--- src/rtl/assert_macros.svh ---
// ----------------------------------------------------------------------------
// assert_macros.svh
// Concurrent assertion macros shared by the rtl, empty for synthesis
// ----------------------------------------------------------------------------
`ifndef ASSERT_MACROS_SVH
`define ASSERT_MACROS_SVH

`ifndef SYNTHESIS

// expression holds at every clock edge out of reset
`define ASSERT_ALWAYS(lbl, clk, rstn, expr) \
  lbl: assert property (@(posedge clk) disable iff (!(rstn)) (expr)) \
    else $error("assertion failed");

// consequent holds in the same cycle as the antecedent
`define ASSERT_IMPL(lbl, clk, rstn, ante, cons) \
  lbl: assert property (@(posedge clk) disable iff (!(rstn)) (ante) |-> (cons)) \
    else $error("assertion failed");

// consequent holds in the cycle after the antecedent
`define ASSERT_NEXT(lbl, clk, rstn, ante, cons) \
  lbl: assert property (@(posedge clk) disable iff (!(rstn)) (ante) |=> (cons)) \
    else $error("assertion failed");

`else

`define ASSERT_ALWAYS(lbl, clk, rstn, expr)
`define ASSERT_IMPL(lbl, clk, rstn, ante, cons)
`define ASSERT_NEXT(lbl, clk, rstn, ante, cons)

`endif

`endif

--- src/rtl/mtg_pkg.sv ---
// ----------------------------------------------------------------------------
// mtg_pkg
// Types and constants of the midi clock tempo generator
// ----------------------------------------------------------------------------
package mtg_pkg;

  localparam int BAR_SLOTS_DEF    = 16;
  localparam int TICKS_PER_EIGHTH = 12;

  localparam logic [15:0] INIT_PERIOD = 16'd250;
  localparam logic [4:0]  INIT_AMOUNT = 5'd4;
  localparam logic [3:0]  INIT_SMOOTH = 4'd4;

  // request codes
  localparam logic [2:0] REQ_TICK  = 3'd0;
  localparam logic [2:0] REQ_SYNC  = 3'd1;
  localparam logic [2:0] REQ_TEMPO = 3'd2;
  localparam logic [2:0] REQ_START = 3'd3;
  localparam logic [2:0] REQ_STOP  = 3'd4;

  // configuration register indexes
  localparam logic [1:0] CFG_INIT_PERIOD = 2'd0;
  localparam logic [1:0] CFG_LAT_AMOUNT  = 2'd1;
  localparam logic [1:0] CFG_LAT_SMOOTH  = 2'd2;

  // midi messages
  localparam logic [7:0] MSG_CLOCK = 8'd248;
  localparam logic [7:0] MSG_START = 8'd250;
  localparam logic [7:0] MSG_STOP  = 8'd252;

  // onset gate codes
  localparam logic [1:0] GATE_NONE     = 2'd0;
  localparam logic [1:0] GATE_ALLOW    = 2'd1;
  localparam logic [1:0] GATE_DISALLOW = 2'd2;
  localparam logic [1:0] GATE_SYNC     = 2'd3;

  // tick phases with an action
  localparam logic [3:0] PH_EIGHTH    = 4'd0;
  localparam logic [3:0] PH_LED_OFF   = 4'd1;
  localparam logic [3:0] PH_GATE_SYNC = 4'd4;
  localparam logic [3:0] PH_HALF      = 4'd6;
  localparam logic [3:0] PH_GATE_OPEN = 4'd8;

  // reciprocals: x/3 for x < 2^17, x/5 for x < 2^18
  localparam logic [15:0] RECIP3 = 16'd43691;
  localparam logic [17:0] RECIP5 = 18'd209716;

  localparam logic [1:0] LAYER_TABLE [16] = '{
    2'd3, 2'd0, 2'd1, 2'd0, 2'd2, 2'd0, 2'd1, 2'd0,
    2'd3, 2'd0, 2'd1, 2'd0, 2'd2, 2'd0, 2'd1, 2'd0
  };

  typedef struct packed {
    logic [2:0]         req_type;
    logic signed [15:0] delta_ms;
  } req_t;

  typedef struct packed {
    logic [7:0]  midi_byte;
    logic [15:0] wait_ms;
    logic [3:0]  led_mask;
    logic [1:0]  onset_gate;
    logic [3:0]  bar_slot;
    logic [1:0]  layer;
    logic [15:0] beat_due_ms;
    logic        beat_due_valid;
  } res_t;

endpackage

--- src/rtl/mtg_ram.sv ---
// ----------------------------------------------------------------------------
// mtg_ram
// Generic single write port, single read port ram with registered read
// ----------------------------------------------------------------------------
module mtg_ram #(
  parameter int WIDTH = 24,
  parameter int DEPTH = 16
) (
  input  logic                     clk_i,
  input  logic                     we_i,
  input  logic [$clog2(DEPTH)-1:0] waddr_i,
  input  logic [WIDTH-1:0]         wdata_i,
  input  logic [$clog2(DEPTH)-1:0] raddr_i,
  output logic [WIDTH-1:0]         rdata_o
);

  logic [WIDTH-1:0] mem_q [DEPTH];
  logic [WIDTH-1:0] rdata_q;

  always_ff @(posedge clk_i) begin
    if (we_i) begin
      mem_q[waddr_i] <= wdata_i;
    end
    rdata_q <= mem_q[raddr_i];
  end

  assign rdata_o = rdata_q;

endmodule

--- src/rtl/midi_clock_tempo_generator.sv ---
// ----------------------------------------------------------------------------
// midi_clock_tempo_generator
// MIDI clock generator locked to a tracked eighth-note period
//
// Requests enter on the in channel (valid/ready), one transfer per request:
// tick, sync delta, tempo delta, start, stop. Start, stop and ticks while
// running give one result transfer on the out channel; the rest give none.
// One request is worked on at a time; in_ready_o is high when the block is free.
//   start, stop : the result is registered, then loaded into the output register
//   tick        : out_valid_o rises after the slot correction read, sum and
//                 divide by reciprocal (ST_TK_RD, ST_TK_DIV, then ST_DONE)
//   sync, other : in_ready_o stays high, the next transfer can follow at once
//   tempo       : in_ready_o stays low through the period update, the limit
//                 step and the read-modify-write walk over latency_smooth
//                 slots of the slot correction ram, one slot per cycle
// The result sits in an output register, so a stalled receiver holds at most
// one finished result while the next request is already taken; the block then
// waits with that next result until the register frees up.
// Reset stops the clock, sets the period to 250 ms and marks every slot
// correction as zero through per-slot valid bits; start runs the clock and
// clears them the same way, leaving the period. The config port is always ready.
// ----------------------------------------------------------------------------
`include "assert_macros.svh"

module midi_clock_tempo_generator
  import mtg_pkg::*;
#(
  parameter int BAR_SLOTS = BAR_SLOTS_DEF
) (
  input  logic        clk_i,
  input  logic        rst_ni,
  input  logic        in_valid_i,
  output logic        in_ready_o,
  input  req_t        in_data_i,
  output logic        out_valid_o,
  input  logic        out_ready_i,
  output res_t        out_data_o,
  input  logic        cfg_valid_i,
  output logic        cfg_ready_o,
  input  logic [1:0]  cfg_index_i,
  input  logic [15:0] cfg_data_i
);

  localparam int SLOT_W = $clog2(BAR_SLOTS);
  localparam int EXT_W  = SLOT_W + 4;

  localparam logic [2:0] ST_IDLE    = 3'd0;
  localparam logic [2:0] ST_TK_RD   = 3'd1;
  localparam logic [2:0] ST_TK_DIV  = 3'd2;
  localparam logic [2:0] ST_TP_EP   = 3'd3;
  localparam logic [2:0] ST_TP_LIM  = 3'd4;
  localparam logic [2:0] ST_TP_LOOP = 3'd5;
  localparam logic [2:0] ST_DONE    = 3'd6;

  logic [2:0]               state_q, state_d;
  logic                     running_q, running_d;
  logic [3:0]               phase_q, phase_d;
  logic [15:0]              ep_q, ep_d;
  logic signed [15:0]       sync_q, sync_d;
  logic [15:0]              cp_q, cp_d;
  logic [SLOT_W-1:0]        pos_q, pos_d;
  logic [3:0]               led_q, led_d;
  logic [4:0]               amount_q;
  logic [3:0]               smooth_q;
  logic [BAR_SLOTS-1:0]     valid_q, valid_d;
  logic                     vld_rd_q;
  logic signed [15:0]       dlt_q, dlt_d;
  logic [15:0]              t_q, t_d;
  logic signed [16:0]       lim_q, lim_d;
  logic signed [5:0]        w_q, w_d;
  logic [3:0]               left_q, left_d;
  logic                     wr_pend_q, wr_pend_d;
  logic [SLOT_W-1:0]        raddr_q, raddr_d;
  logic [SLOT_W-1:0]        waddr_q, waddr_d;
  res_t                     res_q, res_d;
  logic                     out_valid_q, out_valid_d;
  res_t                     out_q, out_d;

  logic                     ram_we;
  logic [23:0]              ram_wdata;
  logic [SLOT_W-1:0]        ram_raddr;
  logic [23:0]              ram_rdata;

  logic signed [23:0]       corr;
  logic signed [24:0]       sum0;
  logic [15:0]              t0;
  logic [15:0]              half;
  logic signed [17:0]       sum6;
  logic [15:0]              t6;
  logic [16:0]              x0, x6;
  logic [15:0]              div_y;
  logic [31:0]              div_p;
  logic [15:0]              quo;
  logic signed [18:0]       d5, neg4ep;
  logic signed [17:0]       epsum;
  logic [15:0]              ep_sat;
  logic [17:0]              x4;
  logic [35:0]              lprod;
  logic signed [21:0]       mulw;
  logic signed [24:0]       v25;
  logic signed [23:0]       v24;
  logic signed [23:0]       lim24;
  logic [SLOT_W-1:0]        pos_inc;
  logic [EXT_W-1:0]         pos_ext, pos_inc_ext;
  logic                     pos_ok;
  logic                     due_out;
  logic                     done_go;

  function automatic logic [SLOT_W-1:0] slot_inc(input logic [SLOT_W-1:0] s);
    if ({1'b0, s} == (SLOT_W+1)'(BAR_SLOTS - 1)) begin
      return '0;
    end
    return s + SLOT_W'(1);
  endfunction

  mtg_ram #(
    .WIDTH (24),
    .DEPTH (BAR_SLOTS)
  ) u_corr_ram (
    .clk_i   (clk_i),
    .we_i    (ram_we),
    .waddr_i (waddr_q),
    .wdata_i (ram_wdata),
    .raddr_i (ram_raddr),
    .rdata_o (ram_rdata)
  );

  assign ram_raddr   = (state_q == ST_TP_LOOP) ? raddr_q : pos_q;
  assign pos_inc     = slot_inc(pos_q);
  assign pos_ext     = EXT_W'(pos_q);
  assign pos_inc_ext = EXT_W'(pos_inc);
  assign pos_ok      = ({1'b0, pos_q} < (SLOT_W+1)'(BAR_SLOTS));

  // slot correction, zero where not written since reset, start or its last use
  assign corr = vld_rd_q ? $signed(ram_rdata) : 24'sd0;

  // eighth start: period plus slot correction, saturated
  assign sum0 = $signed({9'b0, ep_q}) + $signed({corr[23], corr});
  assign t0   = sum0[24] ? 16'd0 : ((|sum0[23:16]) ? 16'hFFFF : sum0[15:0]);

  // halfway: half period plus sync correction, saturated
  assign half = 16'(({1'b0, ep_q} + 17'd1) >> 1);
  assign sum6 = $signed({2'b0, half}) + $signed({{2{sync_q[15]}}, sync_q});
  assign t6   = sum6[17] ? 16'd0 : (sum6[16] ? 16'hFFFF : sum6[15:0]);

  // (t+6)/12 = ((t+6)>>2)/3 and (t+3)/6 = ((t+3)>>1)/3
  assign x0    = {1'b0, t_q} + 17'd6;
  assign x6    = {1'b0, t_q} + 17'd3;
  assign div_y = (phase_q == PH_EIGHTH) ? {1'b0, x0[16:2]} : x6[16:1];
  assign div_p = div_y * RECIP3;
  assign quo   = {1'b0, div_p[31:17]};

  // tempo period update
  assign d5     = ($signed({{3{dlt_q[15]}}, dlt_q}) <<< 2) + $signed({{3{dlt_q[15]}}, dlt_q});
  assign neg4ep = -$signed({1'b0, ep_q, 2'b00});
  assign epsum  = $signed({2'b0, ep_q}) + $signed({{2{dlt_q[15]}}, dlt_q});
  assign ep_sat = epsum[17] ? 16'd0 : (epsum[16] ? 16'hFFFF : epsum[15:0]);

  // floor(4*period/5)
  assign x4    = {ep_q, 2'b00};
  assign lprod = x4 * RECIP5;

  // weighted spread into one slot, saturated then floored at the limit
  assign mulw = dlt_q * w_q;
  assign v25  = $signed({corr[23], corr}) + $signed({{3{mulw[21]}}, mulw});
  always_comb begin
    if (!v25[24] && v25[23]) begin
      v24 = 24'sh7FFFFF;
    end else if (v25[24] && !v25[23]) begin
      v24 = -24'sh800000;
    end else begin
      v24 = v25[23:0];
    end
  end
  assign lim24     = $signed({{7{lim_q[16]}}, lim_q});
  assign ram_wdata = (v24 < lim24) ? 24'(lim24) : 24'(v24);

  always_comb begin
    logic [1:0]  gate;
    logic [15:0] due;
    logic        due_vld;
    logic [3:0]  bar;

    state_d     = state_q;
    running_d   = running_q;
    phase_d     = phase_q;
    ep_d        = ep_q;
    sync_d      = sync_q;
    cp_d        = cp_q;
    pos_d       = pos_q;
    led_d       = led_q;
    valid_d     = valid_q;
    dlt_d       = dlt_q;
    t_d         = t_q;
    lim_d       = lim_q;
    w_d         = w_q;
    left_d      = left_q;
    wr_pend_d   = wr_pend_q;
    raddr_d     = raddr_q;
    waddr_d     = waddr_q;
    res_d       = res_q;
    out_d       = out_q;
    out_valid_d = out_valid_q && !out_ready_i;
    ram_we      = 1'b0;
    gate        = GATE_NONE;
    due         = 16'd0;
    due_vld     = 1'b0;
    bar         = pos_ext[3:0];

    unique case (state_q)
      ST_IDLE: begin
        if (in_valid_i) begin
          dlt_d = in_data_i.delta_ms;
          unique case (in_data_i.req_type)
            REQ_TICK: begin
              if (running_q) begin
                state_d = ST_TK_RD;
              end
            end
            REQ_SYNC: begin
              sync_d = in_data_i.delta_ms;
            end
            REQ_TEMPO: begin
              state_d = ST_TP_EP;
            end
            REQ_START: begin
              running_d            = 1'b1;
              phase_d              = '0;
              sync_d               = '0;
              cp_d                 = '0;
              pos_d                = '0;
              led_d                = '0;
              valid_d              = '0;
              res_d.midi_byte      = MSG_START;
              res_d.wait_ms        = 16'd0;
              res_d.led_mask       = 4'd0;
              res_d.onset_gate     = GATE_ALLOW;
              res_d.bar_slot       = 4'd0;
              res_d.layer          = LAYER_TABLE[0];
              res_d.beat_due_ms    = 16'd0;
              res_d.beat_due_valid = 1'b0;
              state_d              = ST_DONE;
            end
            REQ_STOP: begin
              running_d            = 1'b0;
              led_d                = '0;
              res_d.midi_byte      = MSG_STOP;
              res_d.wait_ms        = 16'd0;
              res_d.led_mask       = 4'd0;
              res_d.onset_gate     = GATE_DISALLOW;
              res_d.bar_slot       = bar;
              res_d.layer          = LAYER_TABLE[bar];
              res_d.beat_due_ms    = 16'd0;
              res_d.beat_due_valid = 1'b0;
              state_d              = ST_DONE;
            end
            default: begin
            end
          endcase
        end
      end

      ST_TK_RD: begin
        if (phase_q == PH_EIGHTH) begin
          t_d            = t0;
          valid_d[pos_q] = 1'b0;
        end else begin
          t_d = t6;
        end
        state_d = ST_TK_DIV;
      end

      ST_TK_DIV: begin
        unique case (phase_q)
          PH_EIGHTH: begin
            cp_d = quo;
            if (!pos_ext[0]) begin
              led_d = led_q | (4'd1 << pos_ext[2:1]);
            end
          end
          PH_LED_OFF: begin
            led_d = '0;
          end
          PH_GATE_SYNC: begin
            gate = GATE_SYNC;
          end
          PH_HALF: begin
            cp_d    = quo;
            sync_d  = '0;
            pos_d   = pos_inc;
            due     = t_q;
            due_vld = 1'b1;
            bar     = pos_inc_ext[3:0];
          end
          PH_GATE_OPEN: begin
            gate = GATE_ALLOW;
          end
          default: begin
          end
        endcase
        phase_d = (phase_q == 4'(TICKS_PER_EIGHTH - 1)) ? 4'd0 : phase_q + 4'd1;
        res_d.midi_byte      = MSG_CLOCK;
        res_d.wait_ms        = cp_d;
        res_d.led_mask       = led_d;
        res_d.onset_gate     = gate;
        res_d.bar_slot       = bar;
        res_d.layer          = LAYER_TABLE[bar];
        res_d.beat_due_ms    = due;
        res_d.beat_due_valid = due_vld;
        state_d              = ST_DONE;
      end

      ST_TP_EP: begin
        if (d5 > neg4ep) begin
          ep_d = ep_sat;
        end
        state_d = ST_TP_LIM;
      end

      ST_TP_LIM: begin
        lim_d     = -$signed({1'b0, lprod[35:20]});
        w_d       = $signed({1'b0, amount_q});
        left_d    = smooth_q;
        raddr_d   = pos_inc;
        wr_pend_d = 1'b0;
        state_d   = ST_TP_LOOP;
      end

      ST_TP_LOOP: begin
        if (wr_pend_q) begin
          ram_we           = 1'b1;
          valid_d[waddr_q] = 1'b1;
          w_d              = w_q - 6'sd1;
        end
        if (left_q != 4'd0) begin
          waddr_d   = raddr_q;
          raddr_d   = slot_inc(raddr_q);
          left_d    = left_q - 4'd1;
          wr_pend_d = 1'b1;
        end else begin
          wr_pend_d = 1'b0;
          if (!wr_pend_q) begin
            state_d = ST_IDLE;
          end
        end
      end

      ST_DONE: begin
        if (!out_valid_q || out_ready_i) begin
          out_valid_d = 1'b1;
          out_d       = res_q;
          state_d     = ST_IDLE;
        end
      end

      default: begin
        state_d = ST_IDLE;
      end
    endcase
  end

  always_ff @(posedge clk_i or negedge rst_ni) begin
    if (!rst_ni) begin
      state_q     <= ST_IDLE;
      running_q   <= 1'b0;
      phase_q     <= '0;
      ep_q        <= INIT_PERIOD;
      sync_q      <= '0;
      cp_q        <= '0;
      pos_q       <= '0;
      led_q       <= '0;
      amount_q    <= INIT_AMOUNT;
      smooth_q    <= INIT_SMOOTH;
      valid_q     <= '0;
      left_q      <= '0;
      wr_pend_q   <= 1'b0;
      out_valid_q <= 1'b0;
    end else begin
      state_q     <= state_d;
      running_q   <= running_d;
      phase_q     <= phase_d;
      ep_q        <= ep_d;
      sync_q      <= sync_d;
      cp_q        <= cp_d;
      pos_q       <= pos_d;
      led_q       <= led_d;
      valid_q     <= valid_d;
      left_q      <= left_d;
      wr_pend_q   <= wr_pend_d;
      out_valid_q <= out_valid_d;
      // period register writes are ignored; reset seeds the tracked period
      if (cfg_valid_i) begin
        unique case (cfg_index_i)
          CFG_LAT_AMOUNT: amount_q <= cfg_data_i[4:0];
          CFG_LAT_SMOOTH: smooth_q <= cfg_data_i[3:0];
          default: begin
          end
        endcase
      end
    end
  end

  always_ff @(posedge clk_i) begin
    vld_rd_q <= valid_q[ram_raddr];
    dlt_q    <= dlt_d;
    t_q      <= t_d;
    lim_q    <= lim_d;
    w_q      <= w_d;
    raddr_q  <= raddr_d;
    waddr_q  <= waddr_d;
    res_q    <= res_d;
    out_q    <= out_d;
  end

  assign in_ready_o  = (state_q == ST_IDLE);
  assign out_valid_o = out_valid_q;
  assign out_data_o  = out_q;
  assign cfg_ready_o = 1'b1;

  assign due_out = out_valid_o && out_data_o.beat_due_valid;
  assign done_go = (state_q == ST_DONE) && (!out_valid_q || out_ready_i);

  `ASSERT_ALWAYS(a_phase_range, clk_i, rst_ni, phase_q < 4'(TICKS_PER_EIGHTH))
  `ASSERT_ALWAYS(a_pos_range, clk_i, rst_ni, pos_ok)
  `ASSERT_IMPL(a_ram_wr_loop, clk_i, rst_ni, ram_we, state_q == ST_TP_LOOP)
  `ASSERT_IMPL(a_due_on_clock, clk_i, rst_ni, due_out, out_data_o.midi_byte == MSG_CLOCK)
  `ASSERT_NEXT(a_done_loads, clk_i, rst_ni, done_go, out_valid_q && (state_q == ST_IDLE))

endmodule

--- config.mk ---
export PLATFORM = sky130hd
export DESIGN_NAME = midi_clock_tempo_generator
export DESIGN_NICKNAME = d
export VERILOG_FILES = /design/src/rtl/mtg_pkg.sv /design/src/rtl/mtg_ram.sv /design/src/rtl/midi_clock_tempo_generator.sv
export VERILOG_INCLUDE_DIRS = /design/src /design/src/rtl
export SDC_FILE = /design/constraint.sdc
export NUM_CORES = 2
export LEC_CHECK = 0
export ABC_AREA = 1
export BUFFER_PORTS_ARGS = -buffer_cell sky130_fd_sc_hd__buf_4
export CAP_MARGIN = 0
export CORE_MARGIN = 2
export CORE_UTILIZATION = 30
export CTS_CLUSTER_DIAMETER = 150
export DETAILED_ROUTE_END_ITERATION = 10
export HOLD_SLACK_MARGIN = 0.1
export PLACE_DENSITY = 0.55
export SYNTH_ARGS = -nofsm -noshare
export SYNTH_HDL_FRONTEND = slang
export SYNTH_SLANG_ARGS = --single-unit
--- constraint.sdc ---
create_clock -name clk_i -period 8 [get_ports clk_i]
set_input_delay 1.2 -clock clk_i [delete_from_list [all_inputs] [get_ports clk_i]]
set_output_delay 1.2 -clock clk_i [all_outputs]
set_load 0.03 [all_outputs]
# Word level (Yosys, flattened, before mapping)

Memories as Yosys holds them, arrays and structs flattened. A register that Yosys moved wholly into a read port is not among the register bits.
Index checks and enable logic that the tools add are counted.

Add/subtract/negate cells: 15
Multiply operators: 3
Order comparisons: 9
Equal/unequal tests: 33
Shift-type cells: 1
Mux-type cells: 82
Bitwise logic cells: 6
Reduce and logical (&&, ||, !) cells: 36

Operators with widths:

| cell                   | number |
|---|---|
| $mux 16                | 16 |
| $pmux 53 s2            | 2 |
| $mux 24                | 4 |
| $pmux 16 s2            | 3 |
| $mul 16x16->32 const B | 2 |
| $mux 4                 | 15 |
| $mux 53                | 1 |
| $pmux 16 s3            | 1 |
| $pmux 4 s2             | 6 |
| $add 17x16->18         | 2 |
| $add 17x24->25         | 1 |
| $add 24x22->25         | 1 |
| $lt 24x17->1           | 1 |
| $mul 16x6->22          | 1 |
| $pmux 3 s7             | 1 |
| $add 18x16->19         | 1 |
| $gt 19x19->1           | 1 |
| $neg 18->19            | 1 |
| $add 16x1->17 const B  | 1 |
| $add 16x2->17 const B  | 1 |
| $add 16x3->17 const B  | 1 |
| $neg 16->17            | 1 |
| $and 16x16->16         | 1 |
| $eq 4x4->1 const B     | 4 |
| other kinds (48)       | 116 |

Register bits: 265
Bits in writable memories: 384
Bits in read-only memories: 64
Output and inout bits: 56
Word-level logic and storage cells: 225
Memories: 3

Memory list:

| name             | depth | width | read ports | clocked after memory_dff | wr ports | RTL line                          | text |
|---|---|---|---|---|---|---|---|
| u_corr_ram.mem_q | 16    | 24    | 1          | 1                        | 1        | mtg_ram.sv:17                     | `logic [WIDTH-1:0] mem_q [DEPTH];` |
| (name not given) | 16    | 2     | 1          | 0                        | 0        | midi_clock_tempo_generator.sv:307 | `res_d.layer = LAYER_TABLE[bar];` |
| (name not given) | 16    | 2     | 1          | 0                        | 0        | midi_clock_tempo_generator.sv:252 | `res_d.layer = LAYER_TABLE[bar];` |

# Longest topological paths before layout

Word-level depth: 10
Mapped depth: 40

# Modules after synthesis

Synthesis repeated with hierarchy kept, for this count alone.

Cells, all modules: 5339
Area, all modules: 47623.2 um^2

By module, submodules not included:

| module                     | times used | cells an instance | area each (um^2) |
|---|---|---|---|
| midi_clock_tempo_generator | 1          | 3741              | 30673.2 |
| mtg_ram                    | 1          | 1598              | 16950.0 |

# Worst setup path before layout

No wires, ideal clock.

Kind: register to register
Start: reg w_q[2]
End: mem u_corr_ram.mem_q[0][10] (data pin)
Arrival time: 6.907 ns
Data required time: 7.680 ns
Slack: 0.773 ns
Stages on the path, launching flop included: 36
Period minus slack after synthesis: 7.227 ns
Cells stage by stage: edfxtp_1 clkbuf_1 buf_1 nand2_1 fa_1 inv_1 fa_1 inv_1 fa_1 inv_1 fa_1 ha_1 nand2_1 nor2_2 nand2_1 nor2_1 nand2_1 nand3_1 nand2_1 nand2_2 nand2_2 inv_1 clkbuf_1 o21ai_0 ha_1 a21oi_1 o21ai_0 nand3_1 nand2_1 nand2_1 a21oi_1 a211oi_1 nand3_2 buf_6 nand3_1 nand2_1

Cells in the longest elaborated chain, start to end: 8
Elaborated cells between the ends (all ways): 10
Classes of those cells: 1 x add/sub; 1 x mul; 1 x order compare; 3 x mux; 4 x reduce/logical

RTL lines:

| item                    | RTL line                          | text |
|---|---|---|
| from (decl)             | midi_clock_tempo_generator.sv:70  | `logic signed [5:0] w_q, w_d;` |
| from (signal assigned)  | midi_clock_tempo_generator.sv:408 | `w_q <= w_d;` |
| $mul 16x6->22 (*)       | midi_clock_tempo_generator.sv:164 | `assign mulw = dlt_q * w_q;` |
| $add 24x22->25 (*)      | midi_clock_tempo_generator.sv:165 | `assign v25 = $signed({corr[23], corr}) + $signed({{3{mulw[21]}}, mulw});` |
| $logic_not 1->1         | midi_clock_tempo_generator.sv:169 | `end else if (v25[24] && !v25[23]) begin` |
| $logic_and 1x1->1       | midi_clock_tempo_generator.sv:169 |  |
| $mux 24                 | midi_clock_tempo_generator.sv:169 |  |
| $mux 24 (*)             | midi_clock_tempo_generator.sv:167 | `if (!v25[24] && v25[23]) begin` |
| $lt 24x17->1            | midi_clock_tempo_generator.sv:176 | `assign ram_wdata = (v24 < lim24) ? 24'(lim24) : 24'(v24);` |
| $mux 24 (*)             | midi_clock_tempo_generator.sv:176 |  |
| named net ram_wdata[10] | midi_clock_tempo_generator.sv:80  | `logic [23:0] ram_wdata;` |
| to (decl)               | mtg_ram.sv:17                     |  |

Mark *: on every way through the listed nets, which the timed path passes. The rest lies on a longest branch.

# Worst setup path in the final report

Start: reg dlt_q[11]
End: mem u_corr_ram.mem_q[3][17] (data pin)

Cells in the longest elaborated chain, start to end: 8
Elaborated cells between the ends (all ways): 10
Classes of those cells: 1 x add/sub; 1 x mul; 1 x order compare; 3 x mux; 4 x reduce/logical

RTL lines:

| item                    | RTL line                          | text |
|---|---|---|
| from (decl)             | midi_clock_tempo_generator.sv:67  | `logic signed [15:0] dlt_q, dlt_d;` |
| from (signal assigned)  | midi_clock_tempo_generator.sv:405 | `dlt_q <= dlt_d;` |
| $mul 16x6->22 (*)       | midi_clock_tempo_generator.sv:164 |  |
| $add 24x22->25 (*)      | midi_clock_tempo_generator.sv:165 |  |
| $logic_not 1->1         | midi_clock_tempo_generator.sv:169 |  |
| $logic_and 1x1->1       | midi_clock_tempo_generator.sv:169 |  |
| $mux 24                 | midi_clock_tempo_generator.sv:169 |  |
| $mux 24 (*)             | midi_clock_tempo_generator.sv:167 |  |
| $lt 24x17->1            | midi_clock_tempo_generator.sv:176 |  |
| $mux 24 (*)             | midi_clock_tempo_generator.sv:176 |  |
| named net ram_wdata[17] | midi_clock_tempo_generator.sv:80  |  |

Marks and branches as above.

==> results.json <==
{
  "run_status": "complete, no violations",
  "vias": 33570,
  "io_buffers": 79,
  "synth_top_area_share_pct": 35.32,
  "cts_inserted_buffers": 74,
  "synth_area_per_cell_sq_um": 9.491,
  "fp.dieW_um": 395.6,
  "final_setup_violation_count": 0,
  "timing.hold.ws_ns": 0.4140,
  "detailed_place_hpwl_um": 90670,
  "synth_warnings": 0,
  "initial_core_utilization_pct": 30.24,
  "yosys_register_bits": 661,
  "yosys.cell_count.top_type": "inv_1",
  "io_pins": 98,
  "finalHoldViolations": 0,
  "ctsHtreeMaxLevel": 3,
  "cap_viol_max_count": 0,
  "synthFlopType": "edfxtp_1",
  "cts_sinks": 661,
  "clk_path_buf_depth": 3,
  "synth.lib_cells_used.distinct": 56,
  "grt_pass1_vias": 33610,
  "total_wire_length_um": 125600,
  "cp-start-kind": "register",
  "die_h_um": 395.6,
  "postPlaceCellArea_sq_um": 49140,
  "synth_common_cells": "810 x inv_1, 752 x nand2_1, 541 x edfxtp_1, 460 x nor2_1, 446 x ha_1",
  "detail_route.vias_per_cell": 4.779,
  "globalRouteTotalUtil_pct": 16.09,
  "critical-path-max-stage-delay_ns": 0.70,
  "synth.top_cells.by_area": "edfxtp_1 35%, ha_1 12%, fa_1 11%, inv_1 6.6%, nand2_1 6.1%",
  "firstDrtPassIters": 8,
  "synth-async-reset-ratio_pct": 14.37,
  "period_minus_slack_ns": 7.614,
  "grt_pass1_wl_um": 195900,
  "critical_path.most_common_cell": "nand2_1",
  "worst-endpoint-arrival_ns": 7.95,
  "drtAntennaViolNets": 0,
  "floorplan.die_area_sq_um": 156500,
  "timing.critical_path.slowest_stage_cell": "edfxtp_1",
  "cts-root-buf": "clkbuf_16",
  "cts.clk_slew.worst_paths_ns": 0.06,
  "min_period_over_period_pct": 95.18,
  "critPathKind": "register to register",
  "maxClockFrequency_mhz": 131.3,
  "worst_ep_required_time_ns": 8.34,
  "layout-area-overhead-vs-synth_pct": 12.79,
  "synth_enable_flop_cells": 541,
  "place.gp.congestion": 0.8932,
  "initialDrtViolationCount": 2483,
  "unrepaired_setup_endpoints_after_global_routing": "yes",
  "synth.largest_area_cell": "edfxtp_1",
  "tritoncts": "built",
  "timing_worst_slew_pin_value_ns": 1.232,
  "num-nets-final": 5679,
  "placement_rows": 143,
  "placeableCoreArea_sq_um": 152100,
  "share_of_final_layout_standard_cells_stronger_than_drive_strength_1_pct": 7.110,
  "mappedNetlistArea_sq_um": 45990,
  "fin_area_sq_um": 51880,
  "hold_path.class": "register to register",
  "grt_max_degree": 101,
  "ys_seq_area_share_pct": 41.60,
  "grt_antenna_before_repair": 3,
  "tightest_slew_margin_relative_to_the_limit_pct": 17.85,
  "fillerInstances": 15497,
  "drt-wirelength-per-cell_um": 17.88,
  "remaining_routing_drc_violations": 0,
  "globalRoute.totalOverflow": 0,
  "clock_latency_ns": 0.66,
  "slew_viol_final": 0,
  "cp_max_fo": 17,
  "worst_clock_skew_ns": 0.06832,
  "timing.critical_path.to_type": "register",
  "cts_hold_bufs": 0,
  "netlist_instances": 4846
}
[placed cells by master, fill, tap and decap left out, drive strengths merged, types with 12 or more instances in the layout]
master	instances
inv	821
nand2	759
edfxtp	541
nor2	468
ha	446
o21ai	441
fa	258
a21oi	212
nand3	164
buf	149
xor2	103
clkbuf	91
dfrtp	87
o22ai	59
o211ai	56
o221ai	51
xnor2	41
clkinv	35
nor3	31
nand4	26
dfxtp	25
o21bai	13
a31oi	12
[worst paths after layout]
| path | start | end | slack [ns] | depth (start not counted) |
|---|---|---|---|---|
| hold / removal | res_q[39] | out_data_o[39] | 0.41 | 0 |
| min in group asynchronous | rst_ni | sync_q[12] | 0.52 | 1 |
| hold reg to reg | res_q[39] | out_data_o[39] | 0.41 | 0 |
| max in group asynchronous | rst_ni | left_q[2] | 6.16 | 2 |
| setup reg to reg | dlt_q[11] | u_corr_ram.mem_q[3][17] | 0.39 | 32 |
| setup / recovery | dlt_q[11] | u_corr_ram.mem_q[3][17] | 0.39 | 32 |
[repair_timing]
item,4_1_cts,5_1_grt
setup buffers,0,11
setup endpoints to repair,0,386
resized for setup,0,18
hold endpoints to repair,0,0
[flip-flops by register name, summed over array words and instances, names as in the netlist, 6 cells and up]
signal              flops
out_data_o             47
ep_q                   16
t_q                    16
u_corr_ram.rdata_o     24
valid_q                16
sync_q                 16
dlt_q                  16
u_corr_ram.mem_q      384
w_q                     6
lim_q                  17
res_q                  47
cp_q                   16
[kinds of logic after synthesis]
group                      share of synthesized area (%)
buffers and inverters                              8.063
AOI/OAI and AO/OA                                  11.21
muxes                                            0.02448
and+or+nand+nor                                    12.98
adders and majority gates                          23.36
other                                            0.01633
DFF                                                41.60
xor gates and xnor gates                           2.742
[worst max-delay path, delay by kind of cell (launching register included)]
| family | cells | cell delay (ns) |
|---|---|---|
| fa+ha+maj | 6 | 2.83 |
| simple gates | 16 | 2.02 |
| compound gates | 6 | 1.22 |
| flops | 1 | 0.70 |
| buf+inv | 4 | 0.52 |
[per-stage QoR]
stage	std cells	util (%)	setup TNS [ns]	worst slack (ns)
4_1_cts	7012	34.00	0	0.2368
2_1_floorplan	4851	-	0	0.7732
6_report	7024	34.11	0	0.3856
5_1_grt	7024	34.11	-7.234	-0.1354
3_5_place_dp	6876	32.31	0	0.2723
3_3_place_gp	6876	32.31	0	0.1561
[area by class of cell]
class	instances	area (sq um)	share of cell area [%]
Multi-Input combinational cell	3227	23380	45.07
Sequential cell	661	19130	36.88
Inverter	820	3084	5.945
Tap cell	2030	2540	4.896
Clock buffer	91	2006	3.866
Timing Repair Buffer	149	1169	2.253
Clock inverter	45	563.0	1.085
Antenna cell	1	2.502	0.004824
[metal layers]
metal  part of all wire (%)  up-vias  GRT usage (%)
met1                     45    16209          21.83
met4                    3.2        4          5.357
met5                  0.020        -              0
li1                       -    16331              -
met2                     46      855          26.52
met3                    5.5      171          2.035
Power is not shown: default switching activity piles up to over one toggle a cycle in this logic, so the estimate is an artifact.
